===== config.mk =====
export PLATFORM = sky130hd
export DESIGN_NAME = tof_range_frame_decoder_flat
export DESIGN_NICKNAME = d
export VERILOG_FILES = /design/src/rtl/trfd_pkg.sv /design/src/rtl/trfd_if.sv /design/src/rtl/trfd_ram.sv /design/src/rtl/tof_range_frame_decoder.sv /design/src/flat_wrapper.sv
export VERILOG_INCLUDE_DIRS = /design/src /design/src/rtl
export SDC_FILE = /design/constraint.sdc
export NUM_CORES = 1
export LEC_CHECK = 0
export BUFFER_PORTS_ARGS = -buffer_cell sky130_fd_sc_hd__buf_2
export CAP_MARGIN = 40
export CORE_MARGIN = 3
export CORE_UTILIZATION = 59
export DETAILED_ROUTE_END_ITERATION = 6
export HOLD_SLACK_MARGIN = 0.06
export PLACE_DENSITY_LB_ADDON = 0.08
export SLEW_MARGIN = 10
export SYNTH_ARGS = -nofsm -noshare
export SYNTH_HDL_FRONTEND = slang
export SYNTH_SLANG_ARGS = --single-unit

===== constraint.sdc =====
create_clock -name i_clk -period 8.85 [get_ports i_clk]
set_input_delay 0.885 -clock i_clk [delete_from_list [all_inputs] [get_ports i_clk]]
set_output_delay 0.885 -clock i_clk [all_outputs]
set_load 0.005 [all_outputs]

===== src/rtl/tof_range_frame_decoder_defines.svh =====
// Assertion macros used by the frame decoder.
`ifndef TOF_RANGE_FRAME_DECODER_DEFINES_SVH
`define TOF_RANGE_FRAME_DECODER_DEFINES_SVH

// Condition and consequence in the same cycle.
`define TRFD_ASSERT_SAME(lbl, ante, cons, msg) \
    lbl: assert property (@(posedge i_clk) disable iff (!i_rst_n) (ante) |-> (cons)) \
        else $error(msg);

// Consequence in the cycle after the condition.
`define TRFD_ASSERT_NEXT(lbl, ante, cons, msg) \
    lbl: assert property (@(posedge i_clk) disable iff (!i_rst_n) (ante) |=> (cons)) \
        else $error(msg);

`endif


===== src/rtl/trfd_pkg.sv =====
`default_nettype none

package trfd_pkg;

    // Number of sensors whose history is kept.
    localparam int NUM_SENSORS = 16;
    localparam int SENSOR_AW   = (NUM_SENSORS > 1) ? $clog2(NUM_SENSORS) : 1;

    localparam int DIST_W = 24;
    localparam int VEL_W  = 25;
    localparam int ACC_W  = 30;
    localparam int HIST_W = DIST_W + VEL_W;

    // Frame header bytes and payload length.
    localparam logic [7:0] HDR0_BYTE   = 8'h57;
    localparam logic [7:0] HDR1_BYTE   = 8'h00;
    localparam logic [7:0] HDR2_BYTE   = 8'hFF;
    localparam logic [3:0] PAYLOAD_LEN = 4'd11;

    // Ids at or above this value have no history entry.
    localparam logic [8:0] ID_LIMIT = 9'(NUM_SENSORS);

    typedef enum logic [2:0] {
        PH_IDLE    = 3'd0,
        PH_HDR1    = 3'd1,
        PH_HDR2    = 3'd2,
        PH_ID      = 3'd3,
        PH_PAYLOAD = 3'd4,
        PH_CHECK   = 3'd5
    } t_phase;

    typedef enum logic [1:0] {
        FS_GOOD   = 2'd0,
        FS_CSUM   = 2'd1,
        FS_BAD_ID = 2'd2
    } t_frame_status;

endpackage

`default_nettype wire


===== src/rtl/trfd_if.sv =====
`default_nettype none

// Byte request channel from the serial receiver.
interface trfd_byte_if;
    logic       valid;
    logic       ready;
    logic [7:0] rx_byte;

    modport source (output valid, output rx_byte, input ready);
    modport sink   (input valid, input rx_byte, output ready);
endinterface

// Decoded frame request channel.
interface trfd_result_if;
    logic                          valid;
    logic                          ready;
    logic [1:0]                    frame_status;
    logic [7:0]                    sensor_id;
    logic [31:0]                   sensor_time;
    logic signed [23:0]            distance_mm;
    logic [7:0]                    range_status;
    logic [15:0]                   strength;
    logic signed [24:0]            velocity_cm_s;
    logic signed [29:0]            accel_cm_s2;

    modport source (output valid, output frame_status, output sensor_id, output sensor_time,
                    output distance_mm, output range_status, output strength,
                    output velocity_cm_s, output accel_cm_s2, input ready);
    modport sink   (input valid, input frame_status, input sensor_id, input sensor_time,
                    input distance_mm, input range_status, input strength,
                    input velocity_cm_s, input accel_cm_s2, output ready);
endinterface

`default_nettype wire


===== src/rtl/trfd_ram.sv =====
`default_nettype none

// Simple dual-port RAM, one write port and one registered read port.
module trfd_ram #(
    parameter int WIDTH = 8,
    parameter int DEPTH = 16,
    parameter int AW    = (DEPTH > 1) ? $clog2(DEPTH) : 1
) (
    input  wire logic             i_clk,
    input  wire logic             i_we,
    input  wire logic [AW-1:0]    i_waddr,
    input  wire logic [WIDTH-1:0] i_wdata,
    input  wire logic             i_re,
    input  wire logic [AW-1:0]    i_raddr,
    output logic      [WIDTH-1:0] o_rdata
);

    logic [WIDTH-1:0] r_mem [DEPTH];
    logic [WIDTH-1:0] r_rdata;

    always_ff @(posedge i_clk) begin
        if (i_we) begin
            r_mem[i_waddr] <= i_wdata;
        end
        if (i_re) begin
            r_rdata <= r_mem[i_raddr];
        end
    end

    assign o_rdata = r_rdata;

endmodule

`default_nettype wire


===== src/rtl/tof_range_frame_decoder.sv =====
// Range sensor frame decoder.
// The i_rx channel carries one serial byte per request. The block hunts for
// the 16-byte frame 0x57, 0x00, 0xFF, id, eleven payload bytes and a sum
// checksum; a byte that breaks the pattern drops the parser back to idle.
// The o_res channel carries one request per completed frame: status, id,
// timestamp, distance, range status, strength, velocity and acceleration.
// One byte is taken every cycle while i_rx.ready holds. The result appears
// on o_res in the cycle after the checksum byte is taken, from an output register.
// Per-sensor history sits in one RAM read when the id byte arrives and
// written back when a good frame ends; velocity and acceleration are
// built in stages while the last payload bytes arrive.
// Reset clears the parser and marks every history entry empty at once,
// so no clearing pass is needed and bytes are taken right after reset.
// While a result waits for o_res.ready, bytes other than a checksum byte
// are still taken; a checksum byte waits until the result register frees.
`default_nettype none

module tof_range_frame_decoder (
    input  wire logic    i_clk,
    input  wire logic    i_rst_n,
    trfd_byte_if.sink    i_rx,
    trfd_result_if.source o_res
);

    import trfd_pkg::*;
    `include "tof_range_frame_decoder_defines.svh"

    // Parser state.
    t_phase       r_phase, n_phase;
    logic [3:0]   r_left, n_left;
    logic         w_acc_rx;
    logic         w_id_byte;
    logic         w_pay_byte;
    logic         w_finish;
    logic [7:0]   w_b;

    // Frame fields collected on the fly.
    logic [7:0]   r_sum;
    logic [7:0]   r_id;
    logic         r_id_ok;
    logic         r_hist_valid;
    logic [31:0]  r_time;
    logic [23:0]  r_dist;
    logic [7:0]   r_rstat;
    logic [15:0]  r_str;

    // Motion pipeline.
    logic signed [VEL_W-1:0]  r_vel;
    logic signed [VEL_W:0]    r_vdiff;
    logic signed [ACC_W-1:0]  r_acc;
    logic signed [ACC_W-1:0]  w_vd_ext;
    logic [DIST_W-1:0]        w_prior_d;
    logic [VEL_W-1:0]         w_prior_v;

    // History memory.
    logic [NUM_SENSORS-1:0]   r_valid;
    logic                     w_ram_we;
    logic                     w_ram_re;
    logic [SENSOR_AW-1:0]     w_raddr;
    logic [SENSOR_AW-1:0]     w_waddr;
    logic [HIST_W-1:0]        w_rdata;
    logic                     w_in_range;
    t_frame_status            w_status;

    // Output register.
    logic                     r_out_valid;
    t_frame_status            r_out_status;
    logic [7:0]               r_out_id;
    logic [31:0]              r_out_time;
    logic [23:0]              r_out_dist;
    logic [7:0]               r_out_rstat;
    logic [15:0]              r_out_str;
    logic [VEL_W-1:0]         r_out_vel;
    logic [ACC_W-1:0]         r_out_acc;

    assign w_b = i_rx.rx_byte;

    // Only the checksum byte needs the output register free.
    assign i_rx.ready = !r_out_valid || o_res.ready || (r_phase != PH_CHECK);
    assign w_acc_rx   = i_rx.valid && i_rx.ready;

    always_ff @(posedge i_clk) begin
        if (!i_rst_n) begin
            r_phase <= PH_IDLE;
            r_left  <= '0;
        end else begin
            r_phase <= n_phase;
            r_left  <= n_left;
        end
    end

    always_comb begin
        n_phase    = r_phase;
        n_left     = r_left;
        w_id_byte  = 1'b0;
        w_pay_byte = 1'b0;
        w_finish   = 1'b0;
        if (w_acc_rx) begin
            case (r_phase)
                PH_IDLE: begin
                    n_phase = (w_b == HDR0_BYTE) ? PH_HDR1 : PH_IDLE;
                end
                PH_HDR1: begin
                    n_phase = (w_b == HDR1_BYTE) ? PH_HDR2 : PH_IDLE;
                end
                PH_HDR2: begin
                    n_phase = (w_b == HDR2_BYTE) ? PH_ID : PH_IDLE;
                end
                PH_ID: begin
                    w_id_byte = 1'b1;
                    n_left    = PAYLOAD_LEN;
                    n_phase   = PH_PAYLOAD;
                end
                PH_PAYLOAD: begin
                    if (r_left != 4'd0) begin
                        w_pay_byte = 1'b1;
                        n_left     = r_left - 4'd1;
                        n_phase    = (r_left == 4'd1) ? PH_CHECK : PH_PAYLOAD;
                    end else begin
                        n_phase = PH_IDLE;
                    end
                end
                PH_CHECK: begin
                    w_finish = 1'b1;
                    n_phase  = PH_IDLE;
                end
                default: begin
                    n_phase = PH_IDLE;
                end
            endcase
        end
    end

    // The history entry is read as the id byte arrives and the read data
    // register then holds until the next id byte, well after write-back.
    assign w_in_range = ({1'b0, w_b} < ID_LIMIT);
    assign w_raddr    = w_b[SENSOR_AW-1:0];
    assign w_waddr    = r_id[SENSOR_AW-1:0];
    assign w_ram_re   = w_id_byte;

    assign w_prior_d = r_hist_valid ? w_rdata[DIST_W-1:0] : '0;
    assign w_prior_v = r_hist_valid ? w_rdata[HIST_W-1:DIST_W] : '0;

    // A checksum fault outranks an id beyond the table.
    always_comb begin
        if (r_sum != w_b) begin
            w_status = FS_CSUM;
        end else if (!r_id_ok) begin
            w_status = FS_BAD_ID;
        end else begin
            w_status = FS_GOOD;
        end
    end

    assign w_ram_we = w_finish && (w_status == FS_GOOD);
    assign w_vd_ext = ACC_W'(r_vdiff);

    trfd_ram #(
        .WIDTH (HIST_W),
        .DEPTH (NUM_SENSORS)
    ) u_hist_ram (
        .i_clk   (i_clk),
        .i_we    (w_ram_we),
        .i_waddr (w_waddr),
        .i_wdata ({r_vel, r_dist}),
        .i_re    (w_ram_re),
        .i_raddr (w_raddr),
        .o_rdata (w_rdata)
    );

    // Entry valid bits stand in for a cleared history.
    always_ff @(posedge i_clk) begin
        if (!i_rst_n) begin
            r_valid <= '0;
        end else if (w_ram_we) begin
            r_valid[w_waddr] <= 1'b1;
        end
    end

    // Frame fields, running checksum and the motion pipeline. Velocity is
    // formed once the distance is complete, then the velocity difference,
    // then times ten as a shift-and-add, one step per payload byte.
    always_ff @(posedge i_clk) begin
        if (w_acc_rx) begin
            r_sum <= (r_phase == PH_IDLE) ? w_b : r_sum + w_b;
        end
        if (w_id_byte) begin
            r_id         <= w_b;
            r_id_ok      <= w_in_range;
            r_hist_valid <= w_in_range && r_valid[w_raddr];
        end
        if (w_pay_byte) begin
            case (r_left)
                4'd11: r_time[7:0]   <= w_b;
                4'd10: r_time[15:8]  <= w_b;
                4'd9:  r_time[23:16] <= w_b;
                4'd8:  r_time[31:24] <= w_b;
                4'd7:  r_dist[7:0]   <= w_b;
                4'd6:  r_dist[15:8]  <= w_b;
                4'd5:  r_dist[23:16] <= w_b;
                4'd4: begin
                    r_rstat <= w_b;
                    r_vel   <= signed'({r_dist[23], r_dist}) -
                               signed'({w_prior_d[23], w_prior_d});
                end
                4'd3: begin
                    r_str[7:0] <= w_b;
                    r_vdiff    <= signed'({r_vel[VEL_W-1], r_vel}) -
                                  signed'({w_prior_v[VEL_W-1], w_prior_v});
                end
                4'd2: begin
                    r_str[15:8] <= w_b;
                    r_acc       <= (w_vd_ext <<< 3) + (w_vd_ext <<< 1);
                end
                default: begin
                    // The reserved byte only enters the checksum.
                end
            endcase
        end
    end

    always_ff @(posedge i_clk) begin
        if (!i_rst_n) begin
            r_out_valid <= 1'b0;
        end else if (w_finish) begin
            r_out_valid <= 1'b1;
        end else if (o_res.ready) begin
            r_out_valid <= 1'b0;
        end
    end

    always_ff @(posedge i_clk) begin
        if (w_finish) begin
            r_out_status <= w_status;
            r_out_id     <= r_id;
            r_out_time   <= r_time;
            r_out_dist   <= r_dist;
            r_out_rstat  <= r_rstat;
            r_out_str    <= r_str;
            r_out_vel    <= (w_status == FS_GOOD) ? r_vel : '0;
            r_out_acc    <= (w_status == FS_GOOD) ? r_acc : '0;
        end
    end

    assign o_res.valid         = r_out_valid;
    assign o_res.frame_status  = r_out_status;
    assign o_res.sensor_id     = r_out_id;
    assign o_res.sensor_time   = r_out_time;
    assign o_res.distance_mm   = r_out_dist;
    assign o_res.range_status  = r_out_rstat;
    assign o_res.strength      = r_out_str;
    assign o_res.velocity_cm_s = r_out_vel;
    assign o_res.accel_cm_s2   = r_out_acc;

    `TRFD_ASSERT_SAME(a_fault_no_motion, r_out_valid && (r_out_status != FS_GOOD), (r_out_vel == '0) && (r_out_acc == '0), "faulty frame reports motion")
    `TRFD_ASSERT_NEXT(a_frame_gives_result, w_finish, r_out_valid, "completed frame gave no result")
    `TRFD_ASSERT_SAME(a_payload_count, r_phase == PH_PAYLOAD, (r_left >= 4'd1) && (r_left <= PAYLOAD_LEN), "payload count out of range")
    `TRFD_ASSERT_SAME(a_ram_port_split, w_ram_we, !w_ram_re, "history read and write in one cycle")

endmodule

`default_nettype wire

===== src/flat_wrapper.sv =====
// flat-port wrapper written by rule: the top's interface ports become plain ports
module tof_range_frame_decoder_flat import trfd_pkg::*;
  (i_clk, i_rst_n, i_rx_valid, i_rx_rx_byte, i_rx_ready, o_res_valid, o_res_frame_status, o_res_sensor_id, o_res_sensor_time, o_res_distance_mm, o_res_range_status, o_res_strength, o_res_velocity_cm_s, o_res_accel_cm_s2, o_res_ready);
  trfd_byte_if i_rx_i ();
  trfd_result_if o_res_i ();
  input  wire logic i_clk;
  input  wire logic i_rst_n;
  input wire logic [$bits(i_rx_i.valid)-1:0] i_rx_valid;
  input wire logic [$bits(i_rx_i.rx_byte)-1:0] i_rx_rx_byte;
  output wire logic [$bits(i_rx_i.ready)-1:0] i_rx_ready;
  output wire logic [$bits(o_res_i.valid)-1:0] o_res_valid;
  output wire logic [$bits(o_res_i.frame_status)-1:0] o_res_frame_status;
  output wire logic [$bits(o_res_i.sensor_id)-1:0] o_res_sensor_id;
  output wire logic [$bits(o_res_i.sensor_time)-1:0] o_res_sensor_time;
  output wire logic [$bits(o_res_i.distance_mm)-1:0] o_res_distance_mm;
  output wire logic [$bits(o_res_i.range_status)-1:0] o_res_range_status;
  output wire logic [$bits(o_res_i.strength)-1:0] o_res_strength;
  output wire logic [$bits(o_res_i.velocity_cm_s)-1:0] o_res_velocity_cm_s;
  output wire logic [$bits(o_res_i.accel_cm_s2)-1:0] o_res_accel_cm_s2;
  input wire logic [$bits(o_res_i.ready)-1:0] o_res_ready;
  assign i_rx_i.valid = i_rx_valid;
  assign i_rx_i.rx_byte = i_rx_rx_byte;
  assign i_rx_ready = i_rx_i.ready;
  assign o_res_valid = o_res_i.valid;
  assign o_res_frame_status = o_res_i.frame_status;
  assign o_res_sensor_id = o_res_i.sensor_id;
  assign o_res_sensor_time = o_res_i.sensor_time;
  assign o_res_distance_mm = o_res_i.distance_mm;
  assign o_res_range_status = o_res_i.range_status;
  assign o_res_strength = o_res_i.strength;
  assign o_res_velocity_cm_s = o_res_i.velocity_cm_s;
  assign o_res_accel_cm_s2 = o_res_i.accel_cm_s2;
  assign o_res_i.ready = o_res_ready;
  tof_range_frame_decoder u_core (.i_clk(i_clk), .i_rst_n(i_rst_n), .i_rx(i_rx_i), .o_res(o_res_i));
endmodule

==> results of run 1 <==
## flip-flops by register name, indices dropped and copies added (netlist names), 16 cells and up
signal	count
u_core.r_vdiff	26
u_core.o_res.velocity_cm_s	25
u_core.u_hist_ram.r_mem	784
u_core.r_str	16
u_core.o_res.sensor_time	32
u_core.r_time	32
u_core.o_res.accel_cm_s2	29
u_core.r_vel	25
u_core.o_res.distance_mm	24
u_core.r_acc	29
u_core.o_res.strength	16
u_core.r_dist	24
u_core.r_valid	16
u_core.u_hist_ram.o_rdata	49
## cell type report
cell class | count | area [µm²]
Antenna cell | 1 | 2.50
Timing Repair Buffer | 220 | 1710
Sequential cell | 1179 | 35200
Tap cell | 1040 | 1300
Multi-Input combinational cell | 1000 | 10900
Fill cell | 4912 | 24900
Clock buffer | 136 | 2960
Inverter | 36 | 141
Clock inverter | 71 | 612
## cells by family (layout without fill, tap and decap cells)
group	Yosys count	after routing	share of synthesized area (%)
flip-flops	1179	1179	75.7
AND/OR/NAND/NOR	334	334	3.72
multiplexers	252	252	12.2
AO/OA/AOI/OAI	250	250	3.47
buffers and inverters	113	463	0.970
adder cells (fa/ha/maj)	95	95	2.63
XOR/XNOR	68	68	1.28
other	1	2	0.00808
## power groups by stage
stage	clock [mW]	combinational [mW]	sequential [mW]
after floorplan	0	0.205	6.18
after global placement	0	0.264	6.18
after detailed placement	0	0.278	6.18
after CTS	4.72	0.280	6.06
after global routing	4.94	0.298	6.05
final	4.64	0.276	6.06
## per-layer routing
metal / vias up / GRT usage, % / routed length [µm]
met1: 12100 / 34.4 / 40700
met5: - / 0 / 0
li1: 9888 / - / -
met2: 898 / 40.4 / 49200
met3: 193 / 3.83 / 6280
met4: 0 / 7.97 / 3090
## worst max-delay path: cells and delay by family
kind	cells	cell delay [ns]
fa+ha+maj	1	0.37
simple gates	5	1.80
buf+inv	3	1.49
## layout by cell type, fill, tap and decap left out, types with 9 or more instances in the layout
cell type | Yosys | layout
clkinv_1 | 1 | 33
o21a_1 | 17 | 17
xnor2_1 | 49 | 49
clkinv_2 | 0 | 19
xor2_1 | 19 | 19
nand3_1 | 17 | 17
dfxtp_1 | 24 | 24
ha_1 | 91 | 91
o21bai_1 | 12 | 12
buf_4 | 1 | 41
nor2_1 | 70 | 61
o21ai_0 | 46 | 46
bufinv_16 | 0 | 9
edfxtp_1 | 1155 | 1155
buf_2 | 18 | 154
nand2_1 | 87 | 87
and2_1 | 69 | 69
inv_1 | 34 | 32
nor2_4 | 0 | 12
clkbuf_16 | 0 | 115
a21o_1 | 37 | 37
a21oi_1 | 74 | 74
buf_16 | 0 | 19
nor3_1 | 17 | 16
clkbuf_1 | 55 | 21
mux4_2 | 250 | 250
nand2b_1 | 11 | 11
## synthesized netlist by cell type, types with 4 or more instances
| library cell | n |
|---|---|
| a211oi_1 | 7 |
| a21boi_0 | 5 |
| a21o_1 | 37 |
| a21oi_1 | 74 |
| a31oi_1 | 4 |
| and2_1 | 69 |
| and3_1 | 8 |
| buf_2 | 18 |
| clkbuf_1 | 55 |
| dfxtp_1 | 24 |
| edfxtp_1 | 1155 |
| fa_1 | 4 |
| ha_1 | 91 |
| inv_1 | 34 |
| mux4_2 | 250 |
| nand2_1 | 87 |
| nand2b_1 | 11 |
| nand3_1 | 17 |
| nand3b_1 | 5 |
| nand4_1 | 8 |
| nor2_1 | 70 |
| nor2_2 | 5 |
| nor2b_1 | 8 |
| nor3_1 | 17 |
| nor4_1 | 5 |
| o211ai_1 | 8 |
| o21a_1 | 17 |
| o21ai_0 | 46 |
| o21ai_1 | 4 |
| o21bai_1 | 12 |
| or3_1 | 5 |
| xnor2_1 | 49 |
| xor2_1 | 19 |
## worst max path at each step
stage,endpoint,slack [ns]
global route,u_core.u_hist_ram.r_mem[1][22],4.31
detailed placement,u_core.u_hist_ram.r_mem[1][21],3.74
global placement,u_core.u_hist_ram.o_rdata[1],3.57
floorplan,u_core.u_hist_ram.r_mem[8][0],0.62
finish,u_core.u_hist_ram.r_mem[1][27],4.53
CTS,u_core.u_hist_ram.r_mem[1][22],4.45
## through the flow
stage               std cells  hold WS (ns)  area [µm²]  setup WS (ns)
global route             3682         0.418       52800           4.31
detailed placement       3473         0.405       49200           3.74
floorplan                2292         0.400       46400          0.621
finish                   3683         0.413       52800           4.53
global placement         3453         0.401       48700           3.57
CTS                      3680         0.412       52800           4.45
==> flow_summary_export.csv, run 1 <==
group,metric,value,unit
clock_network,post_cts_buffers,0,
sta,rsz0062_at_grt,"no",
die,die_width,287,µm
power_and_ir_drop,power.density,208,nW/µm²
layout,nNetsFinal,2657,
power_and_ir_drop,comb_power_share,2.5,%
global_routing,grt_max_degree,125,
sta,finalSetupViolations,0,
yosys,synth_top_area_cell,"edfxtp_1",
worst_setup_path,required,9.14,ns
detailed_routing,wirelength,99.3,mm
worst_setup_path,r2r_setup_slack,4.82,ns
power_and_ir_drop,pwr-share-clk,42.3,%
detailed_routing,via_count,23100,
detailed_routing,drt_iter0_drc,2289,
worst_setup_path,regToRegStartpoint,"u_core.r_sum[2]",
die,start_util,59.7,%
sta,slew_headroom,41.2,%
worst_setup_path,cp_max_fo,54,
detailed_routing,drc_errors,0,
worst_setup_path,criticalPathCategory,"input pin to flip-flop",
sta,finalClockSkew,0.0234,ns
yosys,seq_area_frac_synth,75.7,%
worst_setup_path,reg2reg_to,"u_core.u_hist_ram.r_mem[1][27]",
clock_network,cts.clk_slew.worst_paths,0.06,ns
clock_network,clkSinkCount,1179,
worst_setup_path,cpMaxStageDelayCell,"buf_4",
global_routing,antenna_found_initial,1,
detailed_routing,drt-wirelength-per-cell,27.0,µm
power_and_ir_drop,p_sw,2.14,mW
power_and_ir_drop,pwr-share-seq,55.2,%
worst_setup_path,worstPathArrival,4.61,ns
worst_setup_path,critPathMaxStageDelay,0.63,ns
worst_setup_path,worst_setup_path_end_kind,"flip-flop",
yosys,async_reset_ff_share,0,%
power_and_ir_drop,p_leak,17.1,nW
placed_design,port-buffer-count,157,
yosys,synth.distinct_cells,72,
yosys,synthesis.nets,2399,
sta,fin_crit,4.32,ns
die,rows,102,
sta,worstMarginPinSlew,0.882,ns
sta,finalCritPeriodShare,48.8,%
layout,area_growth,13.8,%
clock_network,cts_buffers,113,
power_and_ir_drop,power.internal,8.83,mW
die,num_io_pins,159,
layout,postLayoutCoreUtil,67.9,%
run_status,status,"finished, final reports clean",
min_path,worstHoldPathType,"flip-flop to flip-flop",
placed_design,dp_hpwl,59.2,mm
global_routing,first_global_vias,23900,
die,coreArea,77700,µm²
yosys,synth_cells,2292,
job,maxCapViolCount,0,
worst_setup_path,cp_cell_sequence,"buf_4 -> ha_1 -> or4_4 -> nor4_4 -> buf_4 -> nand2_2 -> or3_4 -> nor2_4 -> buf_4",
global_routing,grt_first_pass_wirelength,149,mm
clock_network,cts_max_path_buffers,3,
yosys,yosys-top-cells-area,"edfxtp_1 (75%), mux4_2 (12%), ha_1 (2.5%)",
clock_network,clock_latency,0.67,ns
placed_design,gp_congestion,0.920,
die,die_y,287,µm
clock_network,hold_buffers,0,
global_routing,track_usage,24.6,%
yosys,ys.flop_type,"edfxtp_1",
detailed_routing,via_per_inst,6.26,
min_path,min-delay-start,"u_core.r_time[19]",
min_path,min_to,"u_core.o_res.sensor_time[19]",
layout,drive_gt1_share,25.0,%
clock_network,cts_tree,"yes",
detailed_routing,ant_nets,0,
worst_setup_path,r2r_cells,8,
power_and_ir_drop,switching_share,19.5,%
yosys,syn_area_per_cell,20.3,µm²
yosys,synth_edf_count,1155,
clock_network,cts_resized,0,
min_path,hold_path_depth,0,
sta,tns,0,ns
sta,fmax,232,MHz
sta,hold_viol_final,0,
power_and_ir_drop,total_power,11.0,mW
worst_setup_path,startpoint,"i_rx_rx_byte[2]",
yosys,yosysWarnings,0,
clock_network,htreeDepth,3,
die,fp.dieArea,82100,µm²
power_and_ir_drop,ir_drop,0.258,mV
worst_setup_path,cp-start-kind,"input pin",
sta,slew_violations,0,
yosys,syn_area,46400,µm²
worst_setup_path,timing.critical_path.mode_cell,"buf_4",
yosys,synth_top_area_share,74.7,%
global_routing,overflow,0,
yosys,synth_seq_cells,1179,
clock_network,clockRootBuffer,"clkbuf_16",
detailed_routing,dr.pass1.iters,5,
Power figures use the tool's default switching activity.
==> inputs of run 2 (changes only) <==
==> constraint.sdc (replaced) <==
create_clock -name i_clk -period 4 [get_ports i_clk]
set_input_delay 0.4 -clock i_clk [delete_from_list [all_inputs] [get_ports i_clk]]
set_output_delay 0.4 -clock i_clk [all_outputs]
set_load 0.005 [all_outputs]
==> flow_summary_export.csv, run 2 (synthesis gave the netlist of run 1 again) <==
group,metric,value,unit
run_status,status,"finished, final reports clean",
sta,finalClockSkew,0.0226,ns
clock_network,cts_buffers,114,
detailed_routing,drt-wirelength-per-cell,27.3,µm
power_and_ir_drop,ir_drop,0.436,mV
layout,largest_register_ffs,784,
power_and_ir_drop,comb_power_share,2.5,%
power_and_ir_drop,p_leak,17.1,nW
detailed_routing,ant_nets,0,
sta,slew_headroom,33.6,%
layout,layout.cells.non_filler,3683,
power_and_ir_drop,power.internal,19.8,mW
sta,slew_violations,0,
worst_setup_path,worstPathArrival,4.11,ns
global_routing,antenna_found_initial,1,
sta,finalSetupViolations,0,
clock_network,post_cts_buffers,0,
placed_design,dp_hpwl,54.2,mm
die,num_io_pins,159,
layout,postLayoutCoreUtil,68.0,%
detailed_routing,wirelength,100,mm
detailed_routing,via_count,22900,
clock_network,cts_max_path_buffers,3,
die,start_util,59.7,%
power_and_ir_drop,p_sw,4.81,mW
sta,hold_viol_final,0,
clock_network,cts.clk_slew.worst_paths,0.06,ns
power_and_ir_drop,power.density,465,nW/µm²
die,die_width,287,µm
worst_setup_path,worst_setup_path_end_kind,"flip-flop",
die,coreArea,77700,µm²
die,fp.dieArea,82100,µm²
clock_network,htreeDepth,3,
sta,finalCritPeriodShare,92.8,%
layout,diodes,0,
global_routing,overflow,0,
placed_design,port-buffer-count,157,
global_routing,grt_max_degree,145,
layout,drive_gt1_share,25.2,%
die,rows,102,
clock_network,clkSinkCount,1179,
layout,layout_common_cells,"edfxtp_1 (1155), mux4_2 (250), buf_2 (154)",
detailed_routing,via_per_inst,6.22,
global_routing,grt_first_pass_wirelength,150,mm
worst_setup_path,required,4.39,ns
detailed_routing,drt_iter0_drc,2144,
sta,fin_crit,3.71,ns
global_routing,first_global_vias,23600,
placed_design,place_inst,3464,
global_routing,track_usage,25.0,%
layout,largest-register,"u_core.u_hist_ram.r_mem",
power_and_ir_drop,pwr-share-clk,43.0,%
clock_network,clockRootBuffer,"clkbuf_16",
detailed_routing,dr.pass1.iters,5,
worst_setup_path,criticalPathCategory,"flip-flop to flip-flop",
clock_network,cts_tree,"yes",
power_and_ir_drop,switching_share,19.6,%
layout,final_common_cell,"edfxtp_1",
power_and_ir_drop,total_power,24.6,mW
sta,fmax,269,MHz
layout,area_growth,13.8,%
placed_design,gp_congestion,0.866,
sta,worstMarginPinSlew,0.996,ns
power_and_ir_drop,pwr-share-seq,54.5,%
die,die_y,287,µm
job,maxCapViolCount,0,
detailed_routing,drc_errors,0,
worst_setup_path,cp-start-kind,"flip-flop",
clock_network,clock_latency,0.67,ns
worst_setup_path,cp_max_fo,17,
layout,nNetsFinal,2652,
min_path,worstHoldPathType,"input pin to flip-flop",
worst_setup_path,r2r_setup_slack,0.29,ns
sta,rsz0062_at_grt,"no",
-- run 2: stage by stage --
stage	instance area (µm²)	setup TNS, ns	setup slack (ns)	hold slack (ns)
after detailed placement	49100	0	0.314	0.405
after CTS	52800	0	0.291	0.159
after global placement	49100	0	0.375	0.401
after global routing	52800	0	0.155	0.212
after floorplan	46500	-248.62	-0.585	0.400
final	52800	0	0.288	0.200
-- run 2: final cells by class --
class / instances / area, µm²
timing repair buffer: 214 / 1560
sequential: 1179 / 35200
multi-input combinational: 1000 / 11000
tap: 1040 / 1300
inverter: 36 / 140
clock buffer: 138 / 3040
clock inverter: 76 / 669
fill: 4894 / 24900
-- run 2: final timing paths --
path,start,to,cells past startpoint
hold reg to reg,u_core.r_str[12],u_core.o_res.strength[12],0
setup reg to reg,u_core.r_vel[0],u_core.r_vdiff[18],11
hold / removal,i_rx_rx_byte[0],u_core.r_sum[0],3
setup / recovery,u_core.r_vel[0],u_core.r_vdiff[18],11
-- run 2: layer usage --
| metal | track usage [%] | wire, µm |
|---|---|---|
| met1 | 35.1 | 40900 |
| met2 | 41.5 | 50500 |
| met3 | 3.69 | 6530 |
| met4 | 7.19 | 2500 |
| met5 | 0 | 0 |
-- run 2: timing repair --
| action | 4_1_cts | 5_1_grt |
|---|---|---|
| endpoints found under the hold margin | 11 | 0 |
| hold buffers | 5 | 0 |
| gates resized for setup | 0 | 0 |
-- run 2: power groups by stage --
stage / Combinational [mW] / Clock (mW) / Sequential [mW]
after global routing: 0.657 / 11.2 / 13.4
after global placement: 0.604 / 0 / 13.7
after CTS: 0.620 / 10.7 / 13.4
final: 0.610 / 10.6 / 13.4
after floorplan: 0.454 / 0 / 13.7
after detailed placement: 0.612 / 0 / 13.7
-- run 2: critical path, stage by stage, from the launching register on --
cell and delay (ns):
edfxtp_1 0.59, inv_1 0.27, ha_1 0.29, inv_1 0.09
fa_1 0.46, a211oi_1 0.34, o21ai_1 0.14, and2_1 0.19
a311o_1 0.35, a2111oi_0 0.45, o21bai_1 0.13, xor2_1 0.15
